<file path="src/design/rsce_pkg.sv">
`timescale 1ns / 1ps
`default_nettype none
// ----------------------------------------------------------------------------
// rsce_pkg
// Shared types, encodings and bus widths for the SYSTEM instruction execute
// block.
// ----------------------------------------------------------------------------
package rsce_pkg;

   // stream bus widths, whole bytes
   localparam int unsigned REQ_DATA_W = 136;
   localparam int unsigned RSP_DATA_W = 160;

   // instruction fields
   localparam logic [6:0] OPC_SYSTEM = 7'b1110011;

   // funct3 codes of the SYSTEM opcode
   localparam logic [2:0] F3_PRIV     = 3'd0;
   localparam logic [2:0] F3_RESERVED = 3'd4;

   // low two bits of funct3 for the csr forms
   localparam logic [1:0] CSR_OP_WRITE = 2'b01;
   localparam logic [1:0] CSR_OP_SET   = 2'b10;

   // privileged group encodings
   localparam logic [11:0] IMM_ECALL   = 12'b000000000000;
   localparam logic [11:0] IMM_EBREAK  = 12'b000000000001;
   localparam logic [6:0]  F7_SRET_WFI = 7'b0001000;
   localparam logic [6:0]  F7_MRET     = 7'b0011000;
   localparam logic [6:0]  F7_SFENCE   = 7'b0001001;
   localparam logic [4:0]  RS2_XRET    = 5'b00010;
   localparam logic [4:0]  RS2_WFI     = 5'b00101;

   // result event codes
   localparam logic [2:0] EV_CSR   = 3'd0;
   localparam logic [2:0] EV_EXC   = 3'd1;
   localparam logic [2:0] EV_SRET  = 3'd2;
   localparam logic [2:0] EV_MRET  = 3'd3;
   localparam logic [2:0] EV_WFI   = 3'd4;
   localparam logic [2:0] EV_FLUSH = 3'd5;
   localparam logic [2:0] EV_UNSUP = 3'd6;

   // exception causes
   localparam logic [1:0] CAUSE_ECALL = 2'd0;
   localparam logic [1:0] CAUSE_BRK   = 2'd1;
   localparam logic [1:0] CAUSE_ILL   = 2'd2;

   // one request item
   typedef struct packed {
      logic [31:0] instruction;
      logic [31:0] inst_pc;
      logic [1:0]  priv_level;
      logic [31:0] rs1_value;
      logic [31:0] csr_read_value;
      logic        csr_read_ok;
      logic        csr_write_ok;
   } req_item_type;

   // one result item
   typedef struct packed {
      logic [2:0]  event_res;
      logic [1:0]  cause;
      logic [31:0] target_pc;
      logic [31:0] trap_value;
      logic [1:0]  priv_out;
      logic [11:0] csr_addr;
      logic        csr_read_enable;
      logic        csr_write_enable;
      logic [31:0] csr_write_value;
      logic [4:0]  rd_index;
      logic        rd_write_enable;
      logic [31:0] rd_value;
   } rsp_item_type;

endpackage : rsce_pkg
`default_nettype wire

</file>
<file path="src/design/riscv_system_csr_execute.sv">
`timescale 1ns / 1ps
`default_nettype none
// ----------------------------------------------------------------------------
// riscv_system_csr_execute
// Execute step for RV32 SYSTEM instructions: privileged events and Zicsr
// read-modify-write with rd writeback.
// ----------------------------------------------------------------------------
// Takes one request per clock while the result side keeps up, and returns
// exactly one result per request. A request is captured in the input
// register, which feeds the decode and csr logic; that logic loads the result
// register, which drives the result channel. Throughput is one request per
// cycle while rsp_tready holds; the result register and the input register
// each hold one item, so a request is still taken into an empty input register
// while a finished result waits on rsp_tready. ECALL and EBREAK
// trap, SRET, MRET, WFI and SFENCE.VMA become events, a refused csr access
// traps as an illegal instruction with the instruction as tval, and encodings
// outside this set come back as unsupported with all other fields zero.
module riscv_system_csr_execute (
   input  wire logic         clock,
   input  wire logic         reset,
   // request channel
   input  wire logic         req_tvalid,
   output logic              req_tready,
   // instruction, inst_pc, priv_level, rs1_value, csr_read_value,
   // csr_read_ok, csr_write_ok
   input  wire logic [rsce_pkg::REQ_DATA_W-1:0] req_tdata,
   // result channel
   output logic              rsp_tvalid,
   input  wire logic         rsp_tready,
   // event_res, cause, target_pc, trap_value, priv_out, csr_addr,
   // csr_read_enable, csr_write_enable, csr_write_value, rd_index,
   // rd_write_enable, rd_value
   output logic [rsce_pkg::RSP_DATA_W-1:0] rsp_tdata
);

   // pipeline control
   logic                   s1_valid_ff, s1_valid_in;
   logic                   rsp_valid_ff, rsp_valid_in;
   logic                   rsp_load;
   logic                   s1_load;

   // payload registers
   rsce_pkg::req_item_type s1_item_ff, s1_item_in;
   rsce_pkg::rsp_item_type rsp_item_ff, rsp_item_in;

   // decode of the registered request
   logic [6:0]  opcode;
   logic [2:0]  funct3;
   logic [6:0]  funct7;
   logic [11:0] imm12;
   logic [4:0]  rs2_f;
   logic [4:0]  rs1_f;
   logic [4:0]  rd_f;
   logic [31:0] src_val;
   logic [31:0] old_val;
   logic [31:0] new_val;
   logic        is_write_form;
   logic        do_read;
   logic        do_write;
   logic        read_fault;
   logic        xret_base;

   // handshake: result register moves when empty or taken
   assign rsp_load    = !rsp_valid_ff || rsp_tready;
   assign s1_load     = !s1_valid_ff || rsp_load;
   assign req_tready  = s1_load;
   assign s1_valid_in = s1_load ? req_tvalid : s1_valid_ff;
   assign rsp_valid_in = rsp_load ? s1_valid_ff : rsp_valid_ff;

   // unpack the request bus
   always_comb begin
      s1_item_in.instruction    = req_tdata[31:0];
      s1_item_in.inst_pc        = req_tdata[63:32];
      s1_item_in.priv_level     = req_tdata[65:64];
      s1_item_in.rs1_value      = req_tdata[97:66];
      s1_item_in.csr_read_value = req_tdata[129:98];
      s1_item_in.csr_read_ok    = req_tdata[130];
      s1_item_in.csr_write_ok   = req_tdata[131];
   end

   // instruction fields
   assign opcode = s1_item_ff.instruction[6:0];
   assign funct3 = s1_item_ff.instruction[14:12];
   assign funct7 = s1_item_ff.instruction[31:25];
   assign imm12  = s1_item_ff.instruction[31:20];
   assign rs2_f  = s1_item_ff.instruction[24:20];
   assign rs1_f  = s1_item_ff.instruction[19:15];
   assign rd_f   = s1_item_ff.instruction[11:7];

   // csr operand and read-modify-write value
   assign src_val       = funct3[2] ? {27'd0, rs1_f} : s1_item_ff.rs1_value;
   assign is_write_form = (funct3[1:0] == rsce_pkg::CSR_OP_WRITE);
   assign do_read       = is_write_form ? (rd_f != 5'd0) : 1'b1;
   assign read_fault    = do_read && !s1_item_ff.csr_read_ok;
   assign old_val       = do_read ? s1_item_ff.csr_read_value : 32'd0;
   assign do_write      = is_write_form || (src_val != 32'd0);
   assign xret_base     = (rs1_f == 5'd0) && (rd_f == 5'd0);

   always_comb begin
      if (is_write_form) begin
         new_val = src_val;
      end else if (funct3[1:0] == rsce_pkg::CSR_OP_SET) begin
         new_val = old_val | src_val;
      end else begin
         new_val = old_val & ~src_val;
      end
   end

   // result of one instruction
   always_comb begin
      rsp_item_in = '0;
      if (opcode != rsce_pkg::OPC_SYSTEM || funct3 == rsce_pkg::F3_RESERVED) begin
         rsp_item_in.event_res = rsce_pkg::EV_UNSUP;
      end else if (funct3 == rsce_pkg::F3_PRIV) begin
         // privileged group, no privilege check here
         if (imm12 == rsce_pkg::IMM_ECALL && xret_base) begin
            rsp_item_in.event_res = rsce_pkg::EV_EXC;
            rsp_item_in.cause     = rsce_pkg::CAUSE_ECALL;
            rsp_item_in.target_pc = s1_item_ff.inst_pc;
            rsp_item_in.priv_out  = s1_item_ff.priv_level;
         end else if (imm12 == rsce_pkg::IMM_EBREAK && xret_base) begin
            rsp_item_in.event_res  = rsce_pkg::EV_EXC;
            rsp_item_in.cause      = rsce_pkg::CAUSE_BRK;
            rsp_item_in.target_pc  = s1_item_ff.inst_pc;
            rsp_item_in.trap_value = s1_item_ff.inst_pc;
            rsp_item_in.priv_out   = s1_item_ff.priv_level;
         end else if (funct7 == rsce_pkg::F7_SRET_WFI && rs2_f == rsce_pkg::RS2_XRET
                      && xret_base) begin
            rsp_item_in.event_res = rsce_pkg::EV_SRET;
            rsp_item_in.target_pc = s1_item_ff.inst_pc;
            rsp_item_in.priv_out  = s1_item_ff.priv_level;
         end else if (funct7 == rsce_pkg::F7_MRET && rs2_f == rsce_pkg::RS2_XRET
                      && xret_base) begin
            rsp_item_in.event_res = rsce_pkg::EV_MRET;
            rsp_item_in.target_pc = s1_item_ff.inst_pc;
            rsp_item_in.priv_out  = s1_item_ff.priv_level;
         end else if (funct7 == rsce_pkg::F7_SRET_WFI && rs2_f == rsce_pkg::RS2_WFI
                      && xret_base) begin
            rsp_item_in.event_res = rsce_pkg::EV_WFI;
            rsp_item_in.target_pc = s1_item_ff.inst_pc + 32'd4;
         end else if (funct7 == rsce_pkg::F7_SFENCE && rd_f == 5'd0) begin
            rsp_item_in.event_res = rsce_pkg::EV_FLUSH;
         end else begin
            rsp_item_in.event_res = rsce_pkg::EV_UNSUP;
         end
      end else begin
         // csr read-modify-write
         rsp_item_in.csr_addr        = imm12;
         rsp_item_in.rd_index        = rd_f;
         rsp_item_in.csr_read_enable = do_read;
         if (read_fault) begin
            rsp_item_in.event_res  = rsce_pkg::EV_EXC;
            rsp_item_in.cause      = rsce_pkg::CAUSE_ILL;
            rsp_item_in.target_pc  = s1_item_ff.inst_pc;
            rsp_item_in.trap_value = s1_item_ff.instruction;
            rsp_item_in.priv_out   = s1_item_ff.priv_level;
         end else begin
            rsp_item_in.csr_write_enable = do_write;
            rsp_item_in.csr_write_value  = do_write ? new_val : 32'd0;
            if (do_write && !s1_item_ff.csr_write_ok) begin
               rsp_item_in.event_res  = rsce_pkg::EV_EXC;
               rsp_item_in.cause      = rsce_pkg::CAUSE_ILL;
               rsp_item_in.target_pc  = s1_item_ff.inst_pc;
               rsp_item_in.trap_value = s1_item_ff.instruction;
               rsp_item_in.priv_out   = s1_item_ff.priv_level;
            end else begin
               rsp_item_in.event_res       = rsce_pkg::EV_CSR;
               rsp_item_in.rd_write_enable = (rd_f != 5'd0);
               rsp_item_in.rd_value        = (rd_f != 5'd0) ? old_val : 32'd0;
            end
         end
      end
   end

   // control registers
   always_ff @(posedge clock) begin
      if (reset) begin
         s1_valid_ff  <= 1'b0;
         rsp_valid_ff <= 1'b0;
      end else begin
         s1_valid_ff  <= s1_valid_in;
         rsp_valid_ff <= rsp_valid_in;
      end
   end

   // payload registers
   always_ff @(posedge clock) begin
      if (s1_load) begin
         s1_item_ff <= s1_item_in;
      end
      if (rsp_load) begin
         rsp_item_ff <= rsp_item_in;
      end
   end

   // pack the result bus
   assign rsp_tvalid = rsp_valid_ff;
   always_comb begin
      rsp_tdata          = '0;
      rsp_tdata[2:0]     = rsp_item_ff.event_res;
      rsp_tdata[4:3]     = rsp_item_ff.cause;
      rsp_tdata[36:5]    = rsp_item_ff.target_pc;
      rsp_tdata[68:37]   = rsp_item_ff.trap_value;
      rsp_tdata[70:69]   = rsp_item_ff.priv_out;
      rsp_tdata[82:71]   = rsp_item_ff.csr_addr;
      rsp_tdata[83]      = rsp_item_ff.csr_read_enable;
      rsp_tdata[84]      = rsp_item_ff.csr_write_enable;
      rsp_tdata[116:85]  = rsp_item_ff.csr_write_value;
      rsp_tdata[121:117] = rsp_item_ff.rd_index;
      rsp_tdata[122]     = rsp_item_ff.rd_write_enable;
      rsp_tdata[154:123] = rsp_item_ff.rd_value;
   end

   // pipeline empties on reset
   a_reset_empty: assert property (@(posedge clock)
      $past(reset) |-> (!rsp_valid_ff && !s1_valid_ff))
      else $error("pipeline not empty after reset");

   // unsupported results carry no other information
   a_unsup_clean: assert property (@(posedge clock) disable iff (reset)
      (rsp_valid_ff && rsp_item_ff.event_res == rsce_pkg::EV_UNSUP) |->
      (rsp_item_ff.target_pc == 32'd0 && !rsp_item_ff.csr_read_enable
       && !rsp_item_ff.csr_write_enable && !rsp_item_ff.rd_write_enable
       && rsp_item_ff.csr_addr == 12'd0))
      else $error("unsupported result with live fields");

   // rd writeback only for a completed csr op
   a_rd_csr_only: assert property (@(posedge clock) disable iff (reset)
      (rsp_valid_ff && rsp_item_ff.rd_write_enable) |->
      (rsp_item_ff.event_res == rsce_pkg::EV_CSR && rsp_item_ff.rd_index != 5'd0))
      else $error("rd writeback outside csr completion");

   // a nonzero cause belongs to an exception
   a_cause_exc: assert property (@(posedge clock) disable iff (reset)
      (rsp_valid_ff && rsp_item_ff.cause != rsce_pkg::CAUSE_ECALL) |->
      (rsp_item_ff.event_res == rsce_pkg::EV_EXC))
      else $error("cause set without exception");

   // a write value only comes with a write request
   a_wv_we: assert property (@(posedge clock) disable iff (reset)
      (rsp_valid_ff && !rsp_item_ff.csr_write_enable) |->
      (rsp_item_ff.csr_write_value == 32'd0))
      else $error("csr write value without write request");

endmodule : riscv_system_csr_execute
`default_nettype wire
</file>
<file path="config.mk">
export PLATFORM = sky130hd
export DESIGN_NAME = riscv_system_csr_execute
export DESIGN_NICKNAME = d
export VERILOG_FILES = /design/src/design/rsce_pkg.sv /design/src/design/riscv_system_csr_execute.sv
export SDC_FILE = /design/constraint.sdc
export NUM_CORES = 1
export LEC_CHECK = 0
export ABC_AREA = 1
export BUFFER_PORTS_ARGS = -buffer_cell sky130_fd_sc_hd__buf_2
export CAP_MARGIN = 5
export CORE_MARGIN = 5
export CORE_UTILIZATION = 50
export CTS_BUF_LIST = sky130_fd_sc_hd__clkbuf_2
export DETAILED_ROUTE_END_ITERATION = 7
export GPL_TIMING_DRIVEN = 0
export PLACE_DENSITY = 0.76
export SETUP_SLACK_MARGIN = 0.1
export SLEW_MARGIN = 20
export SYNTH_ARGS = -nofsm -noshare
export SYNTH_HDL_FRONTEND = slang
export SYNTH_SLANG_ARGS = --single-unit
</file>
<file path="constraint.sdc">
create_clock -name clock -period 6.7 [get_ports clock]
set_input_delay 0.335 -clock clock [delete_from_list [all_inputs] [get_ports clock]]
set_output_delay 0.335 -clock clock [all_outputs]
set_load 0.005 [all_outputs]
</file>
## Word level (Yosys, flattened, before mapping)

Index checks and enable logic that the tools add are counted.

| word-level totals | value |
|---|---|
| output and inout port bits | 162 |
| input port bits | 140 |
| word-level logic and storage cells | 94 |
| flip-flop bits (word level) | 289 |

| cells by class | value |
|---|---|
| add/subtract/negate cells | 1 |
| reductions and logical operators | 31 |
| bitwise gates (word level) | 5 |
| eq/ne operators | 10 |
| multiplexer cells | 26 |

Operator list:

| kind | number |
|---|---|
| 32-bit two-way mux | 10 |
| 71-bit two-way mux | 2 |
| 68-bit two-way mux | 1 |
| 37-bit two-way mux | 1 |
| 32-bit by 3-bit adder with 32-bit output (second input constant) | 1 |
| 32-bit bitwise AND | 1 |
| 32-bit inverter | 1 |
| 32-bit OR | 1 |
| 32-bit nonzero test | 1 |
| 7-bit by 4-bit equality test with 1-bit output (second input constant) | 2 |
| 12-bit by 1-bit equality test with 1-bit output (second input constant) | 1 |
| 1-bit logical AND | 12 |
| 12-bit zero test | 1 |
| 3-bit two-way mux | 4 |
| 5-bit zero test | 2 |
| 2-bit two-way mux | 5 |
| 4-bit OR reduction | 2 |
| 7-bit by 5-bit equality test with 1-bit output (second input constant) | 1 |
| 7-bit inequality test (second input constant) | 1 |
| 5-bit by 2-bit equality test with 1-bit output (second input constant) | 1 |
| 5-bit by 3-bit equality test with 1-bit output (second input constant) | 1 |
| 5-bit nonzero test | 1 |
| 5-bit OR reduction | 1 |
| 1-bit zero test | 4 |
| 9 further kinds | 15 |

## Longest topological paths before layout

Gate-level depths: netlist of run 1.

| logic depth | value |
|---|---|
| word-level depth | 9 |
| depth in mapped cells | 14 |

## Least setup slack after synthesis of run 1

Ideal clock, no wire load.

| timing path | value |
|---|---|
| path type | input-to-reg |
| start point | in rsp_tready |
| end point | reg s1_item_ff, in the netlist funct3[0] (enable) |
| setup time | 1,491 ps |
| buffers on the path | 0 |
| cell stages on the path | 2 |
| data arrival time | 3,382 ps |
| required time | 5,209 ps |
| setup slack | 1,826 ps |
| cell sequence | inv_1 -> nand3_1 |

| on the way | value |
|---|---|
| word-level cells in the longest chain between the ends | 2 |

RTL lines:

| item | line | text |
|---|---|---|
| from (decl) | riscv_system_csr_execute.sv:29 | `input wire logic rsp_tready,` |
| 1-bit logical OR | riscv_system_csr_execute.sv:64 | `assign rsp_load = !rsp_valid_ff \|\| rsp_tready;` |
| 1-bit logical OR | riscv_system_csr_execute.sv:65 | `assign s1_load = !s1_valid_ff \|\| rsp_load;` |
| net req_tready | riscv_system_csr_execute.sv:23 | `output logic req_tready,` |
| to (signal assigned) | riscv_system_csr_execute.sv:189 | `s1_item_ff <= s1_item_in;` |
| to (decl) | riscv_system_csr_execute.sv:43 | `rsce_pkg::req_item_type s1_item_ff, s1_item_in;` |

The timed path passes the listed nets, and every way through them passes these cells.
A chain may end at the register's enable or synchronous reset.

## Final worst setup path of run 1

| timing path | value |
|---|---|
| start point | reg s1_item_ff, in the netlist funct3[2] |
| end point | reg rsp_item_ff, in the netlist rsp_tdata[61] (data pin) |

| on the way | value |
|---|---|
| word-level cells in the longest chain between the ends | 7 |
| elaborated cells between the ends (all ways) | 10 |
| those cells by class | 1 x eq/ne; 4 x mux; 5 x reduce/logical |

RTL lines:

| item | line | text |
|---|---|---|
| 32-bit two-way mux | riscv_system_csr_execute.sv:91 | `assign src_val = funct3[2] ? {27'd0, rs1_f} : s1_item_ff.rs1_value;` |
| 32-bit nonzero test | riscv_system_csr_execute.sv:96 | `assign do_write = is_write_form \|\| (src_val != 32'd0);` |
| 1-bit logical OR | riscv_system_csr_execute.sv:96 |  |
| 1-bit logical AND | riscv_system_csr_execute.sv:160 | `if (do_write && !s1_item_ff.csr_write_ok) begin` |
| 68-bit two-way mux | riscv_system_csr_execute.sv:160 |  |
| 71-bit two-way mux | riscv_system_csr_execute.sv:151 | `if (read_fault) begin` |
| 71-bit two-way mux | riscv_system_csr_execute.sv:114 | `end else if (funct3 == rsce_pkg::F3_PRIV) begin` |
| to (signal assigned) | riscv_system_csr_execute.sv:192 | `rsp_item_ff <= rsp_item_in;` |
| to (decl) | riscv_system_csr_execute.sv:44 | `rsce_pkg::rsp_item_type rsp_item_ff, rsp_item_in;` |

Parallel ways exist; a longest one is shown, timed or not.

==> results of run 1 <==
## power breakdown
group | internal, mW | total [mW] | switching, mW
Combinational | 0.137 | 0.291 | 0.153
Clock | 0.519 | 1.26 | 0.741
Sequential | 2.06 | 2.11 | 0.0486
Total | 2.72 | 3.66 | 0.943
## layout make-up
class	count	area [µm²]	area share
clock inverter	25	198.9	0.01243
sequential	289	8658	0.5408
clock buffer	98	490.5	0.03064
inverter	129	484.2	0.03025
antenna	3	7.507	0.0004689
tap	319	399.1	0.02493
buffer	34	175.2	0.01094
multi-input combinational	586	2678	0.1673
timing repair buffer	431	2918	0.1823
## final timing paths
check / start / endpoint / slack, ns
max reg2reg: funct3[2]$_DFFE_PP_ / rsp_tdata[61]$_SDFFCE_PP0P_ / 3.74
min: req_tdata[120] / s1_item_ff[24]$_DFFE_PP_ / 0.18
max: funct3[2]$_DFFE_PP_ / rsp_tdata[61]$_SDFFCE_PP0P_ / 3.74
min reg2reg: s1_valid_ff$_SDFFE_PP0P_ / rsp_tvalid$_SDFFE_PP0P_ / 0.48
## per-layer routing
metal / up-vias / global-route usage / part of all wire
li1: 4637 / - / -
met1: 4718 / 0.3575 / 0.38
met2: 608 / 0.4618 / 0.49
met3: 114 / 0.05416 / 0.083
met4: 0 / 0.1187 / 0.041
met5: - / 0 / 0
## cell families after synthesis
family / count (synthesis) / synth area share
adders and majority gates: 1 / 0.001046
buffers and inverters: 163 / 0.05513
xor gates and xnor gates: 1 / 0.0007324
AOI/OAI and AO/OA: 115 / 0.05147
other: 1 / 0.0003135
DFF: 289 / 0.7239
and+or+nand+nor: 464 / 0.1674
## Yosys cell counts, types with 2 or more instances
cell	n	area share
inv_1	123	0.039
a22o_1	2	0.0015
o31ai_1	2	0.0013
o211ai_1	4	0.0025
inv_2	5	0.0016
nand3b_1	3	0.0019
o21ai_0	36	0.015
clkbuf_1	13	0.0041
nand3_1	115	0.048
nor4_1	2	0.0010
dfxtp_1	2	0.0033
nor2_2	4	0.0021
o22ai_1	5	0.0026
buf_4	6	0.0038
nor2_1	118	0.037
o21ai_1	16	0.0067
nand2_1	188	0.059
buf_2	14	0.0059
edfxtp_1	287	0.72
a21oi_1	45	0.019
nand4_1	12	0.0063
nor3_1	14	0.0059
a211oi_1	3	0.0019
nand2_2	2	0.0010
## state kept, by name, indices dropped and copies added, names as in the netlist
name / flops
funct7: 7
rd_f: 5
s1_item_ff: 100
imm12: 5
rs1_f: 5
s1_valid_ff: 1
rsp_tvalid: 1
rsp_tdata: 155
opcode: 7
funct3: 3
## what timing repair did
action | CTS | global route
endpoints found under the hold margin | 134 | 0
hold buffers | 134 | 0
gates resized for setup | 0 | 0
setup buffers | 0 | 0
## critical path, cell delays in order (launching register included)
cell and delay [ns]:
edfxtp_1 0.49, buf_2 0.26, nand2_1 0.20, nand3_2 0.28, nor2_2 0.54, inv_2 0.23, clkbuf_1 0.28, nor2_1 0.29
nand2_1 0.10, o21ai_1 0.11
## cells in the final DEF (no fill, tap or decap), types with 36 or more instances in the layout
cell / n
nand3_1: 114
nor2_1: 118
dlygate4sd3_1: 134
o21ai_0: 36
edfxtp_1: 287
buf_2: 306
a21oi_1: 45
clkbuf_2: 98
inv_1: 123
nand2_1: 187
==> impl_metrics.yaml, run 1 <==
power_and_ir_drop:
  p_leak_nw: 7.580
  power_mw: 3.662
  vdd_drop_max_v: 0.0001516
  power.density_mw_per_mm2: 228.7
synthesis:
  synth-edff-count: 287
  ys_seq_area_frac: 0.7239
  yosys_warnings: 0
  yosysUniqueCellTypes: 37
  synth_ff_type: "edfxtp_1"
  synth_area_mm2: 0.01196
  syn_area_per_cell_um2: 11.57
  synth_cells: 1034
  async_flop_share: 0
  ys_ff_latch: 289
critical_path:
  cp_max_fo: 10
  cp-start-kind: "flip-flop"
  cp.required_ns: 7.33
  arrival_ns: 3.60
  worst-r2r-cell-count: 9
  timing.critical_path.to_type: "flip-flop"
  critical_path_class: "reg2reg"
sta:
  finalHoldViolations: 0
  rsz0062_at_grt: "no"
  worst_pin_slew_ns: 0.9357
  slew_viol_final: 0
  fin_worst_skew_ns: 0.08259
  finalCritPeriodShare: 0.4422
  finalSetupViolCount: 0
  hold_ws_ns: 0.1764
  max-slew-margin-rel: 0.3704
  fin_ws_ns: 3.737
  max_freq_ghz: 0.3375
  fin_tns_setup_ns: 0
  min_period_ns: 2.963
route:
  drt_iter0_markers: 1240
  vias_per_cell: 5.265
  dr.pass1.iters: 6
  postRouteAntennaNets: 0
  routedWlPerCell_um: 19.84
  drcViolationCount: 0
  drt-total-wl_um: 37980
  via_count: 10080
clock_tree:
  clk_pin_slew_worst_paths_ns: 0.13
  clockRootBuffer: "clkbuf_2"
  cts-buffers-inserted: 75
  cts_tree: "yes"
  cts_max_level: 3
  cts_sinks: 289
  clk_latency_ns: 0.87
  clockBufferDepth: 3
layout:
  fin_area_mm2: 0.01601
  fin_cells: 1914
  area_delta_synth_final_pct: 33.85
  nFillCells: 1761
  layout.nets: 1687
  drive_above_1_share: 0.2795
  fin_util: 0.6800
place:
  place_ws_ns: 3.865
  gp_congestion: 0.8928
  io_buffers: 292
  dpl.hpwl_um: 24980
  place_area_mm2: 0.01397
  placedCellCount: 1654
grt:
  grt_pass1_vias: 10120
  grt_max_degree: 62
  overflow: 0
  grtUsageTotal: 0.2774
  grt_pass1_wl_um: 56340
  antenna_found_initial: 2
outcome:
  status: "complete, no violations"
floorplanning:
  io_pins: 302
  die_h_um: 164.7
  start_util: 0.5080
  dieArea_mm2: 0.02711
  design.core.area_mm2: 0.02354
  chipWidth_um: 164.7
  num_rows: 56
hold_path:
  hp-class: "in2reg"
  hold_depth: 2
job:
  maxCapViolCount: 0
Note: power is estimated with default switching activity, not from simulation.
==> run 2: changes to the inputs <==
Settings changed: ABC_AREA 1 to 0.
Clock period 6.7 ns to 3.1 ns, I/O delays scaled along.
==> impl_metrics.yaml, run 2 <==
critical_path:
  critical_path_class: "reg2reg"
  cp_slowest_cell: "or4_4"
  cp_slowest_stage_delay_ns: 0.60
  cp.required_ns: 3.76
  timing.critical_path.to_type: "flip-flop"
  worst-r2r-cell-count: 10
  crit_chain: "or4_4, or3_1, buf_6, nor3_4, buf_12, o21ai_2, clkbuf_1, a31oi_1, o21ai_1, o21ai_1"
  cp_max_fo: 10
  cp-start-kind: "flip-flop"
  arrival_ns: 3.56
  crit_path_frequent_cell: "o21ai_1"
power_and_ir_drop:
  p_leak_nw: 7.178
  power.density_mw_per_mm2: 477.0
  vdd_drop_max_v: 0.0002980
  power_mw: 7.938
floorplanning:
  design.core.area_mm2: 0.02347
  num_rows: 56
  chipWidth_um: 164.3
  dieArea_mm2: 0.02700
  io_pins: 302
  start_util: 0.5073
  die_h_um: 164.3
layout:
  largest_register_ffs: 155
  drive_above_1_share: 0.3130
  nFillCells: 1563
  fin_area_mm2: 0.01664
  layout_common_cells: "buf_2, edfxtp_1, dlygate4sd3_1"
  layout.nets: 1534
  area_delta_synth_final_pct: 39.75
  final_common_cell: "buf_2"
  register_area_mm2: 0.008660
  multi_input_area_mm2: 0.003077
  fin_util: 0.7090
  fin_cells: 1763
synthesis:
  syn_area_per_cell_um2: 14.57
  yosys_warnings: 0
  synth.most_common_cell: "edfxtp_1"
  yosysUniqueCellTypes: 58
  yosysTopAreaCell: "edfxtp_1"
  yosys-top-cells-area: "edfxtp_1, and2_1, xnor2_1"
  ys_ff_latch: 289
  synth_ff_type: "edfxtp_1"
  netlist_top_cells_count: "edfxtp_1, nor2_1, and2_1"
  async_flop_share: 0
  synth_top_area_share: 0.7238
  ys_seq_area_frac: 0.7271
  synth_area_mm2: 0.01191
  synth-edff-count: 287
  synth_cells: 817
clock_tree:
  cts_max_level: 3
  clockRootBuffer: "clkbuf_2"
  cts_tree: "yes"
  cts_sinks: 289
  clockBufferDepth: 3
  clk_pin_slew_worst_paths_ns: 0.11
  cts-buffers-inserted: 73
  clk_latency_ns: 0.89
hold_path:
  hold_depth: 2
  hp-class: "in2reg"
place:
  dpl.hpwl_um: 22910
  place_ws_ns: -0.2998
  place_area_mm2: 0.01392
  io_buffers: 292
  placedCellCount: 1437
  gp_congestion: 0.8795
sta:
  max_freq_ghz: 0.3450
  fin_worst_skew_ns: 0.1005
  fin_tns_setup_ns: 0
  fin_ws_ns: 0.2016
  max-slew-margin-rel: 0.4333
  hold_ws_ns: 0.02468
  finalHoldViolations: 0
  finalCritPeriodShare: 0.9350
  finalSetupViolCount: 0
  worst_pin_slew_ns: 0.8500
  min_period_ns: 2.898
  slew_viol_final: 0
  rsz0062_at_grt: "no"
route:
  via_count: 9603
  dr.pass1.iters: 5
  routedWlPerCell_um: 20.98
  drt-total-wl_um: 36990
  postRouteAntennaNets: 0
  vias_per_cell: 5.447
  drcViolationCount: 0
  drt_iter0_markers: 958
job:
  maxCapViolCount: 0
grt:
  grt_pass1_wl_um: 54430
  overflow: 0
  antenna_found_initial: 2
  grt_pass1_vias: 9897
  grtUsageTotal: 0.2689
  grt_max_degree: 68
outcome:
  status: "complete, no violations"
==> run 2: changes by cell type after synthesis, sizes merged, moves of 18 or more <==
cell | before | now
a21oi | 45 | 22
nand3 | 116 | 17
nor2 | 123 | 57
xnor2 | 0 | 32
nor2b | 0 | 29
nand2 | 190 | 49
inv | 128 | 7
clkbuf | 13 | 31
o221ai | 0 | 28
a22o | 2 | 26
and2 | 0 | 55
==> run 2: per-layer routing <==
layer,up-vias,part of all wire,global-route usage
met5,-,0,0
met2,563,0.49,0.4405
li1,4330,-,-
met4,0,0.047,0.1441
met3,129,0.089,0.06600
met1,4581,0.38,0.3303
==> run 2: where the power goes <==
| group | switching (mW) | internal (mW) |
|---|---|---|
| Sequential | 0.125 | 4.45 |
| Combinational | 0.305 | 0.374 |
| Clock | 1.55 | 1.13 |
| Total | 1.98 | 5.95 |
==> run 2: worst paths after layout <==
kind | slack (ns) | end | from
worst max-delay path | 0.20 | rsp_tdata[35]$_SDFFCE_PP0P_ | rd_f[1]$_DFFE_PP_
worst min-delay path | 0.02 | s1_item_ff[24]$_DFFE_PP_ | req_tdata[120]
worst max register to register | 0.20 | rsp_tdata[35]$_SDFFCE_PP0P_ | rd_f[1]$_DFFE_PP_
worst min register to register | 0.54 | rsp_tdata[133]$_SDFFCE_PP0P_ | s1_item_ff[12]$_DFFE_PP_
==> run 2: cell type report <==
class / instances / area share
antenna: 3 / 0.0004511
clock buffer: 102 / 0.03068
sequential: 289 / 0.5204
inverter: 8 / 0.002256
multi-input combinational: 478 / 0.1849
clock inverter: 21 / 0.009549
tap: 319 / 0.02398
timing repair buffer: 497 / 0.2144
buffer: 46 / 0.01338
==> run 2: repair_timing <==
action | 4_1_cts | 5_1_grt
pin swaps | 1 | 3
setup endpoints to repair | 34 | 92
hold buffers | 193 | 1
setup buffers | 0 | 6
resized for setup | 3 | 13
hold endpoints to repair | 134 | 1
==> run 2: kinds of logic after synthesis <==
family / after synthesis / synth area share
xor+xnor: 32 / 0.02354
buf+inv: 54 / 0.02059
other cells: 1 / 0.0003149
simple gates: 274 / 0.1253
compound gates: 155 / 0.09278
fa+ha+maj: 1 / 0.001051
flops: 289 / 0.7271
mux: 11 / 0.009352
==> run 2: worst max-delay path, delay by kind of cell (launching register included) <==
| kind | cells | cell delay [ns] |
|---|---|---|
| and+or+nand+nor | 3 | 1.20 |
| buffers and inverters | 3 | 0.59 |
| AOI/OAI and AO/OA | 4 | 0.53 |
| DFF | 1 | 0.43 |
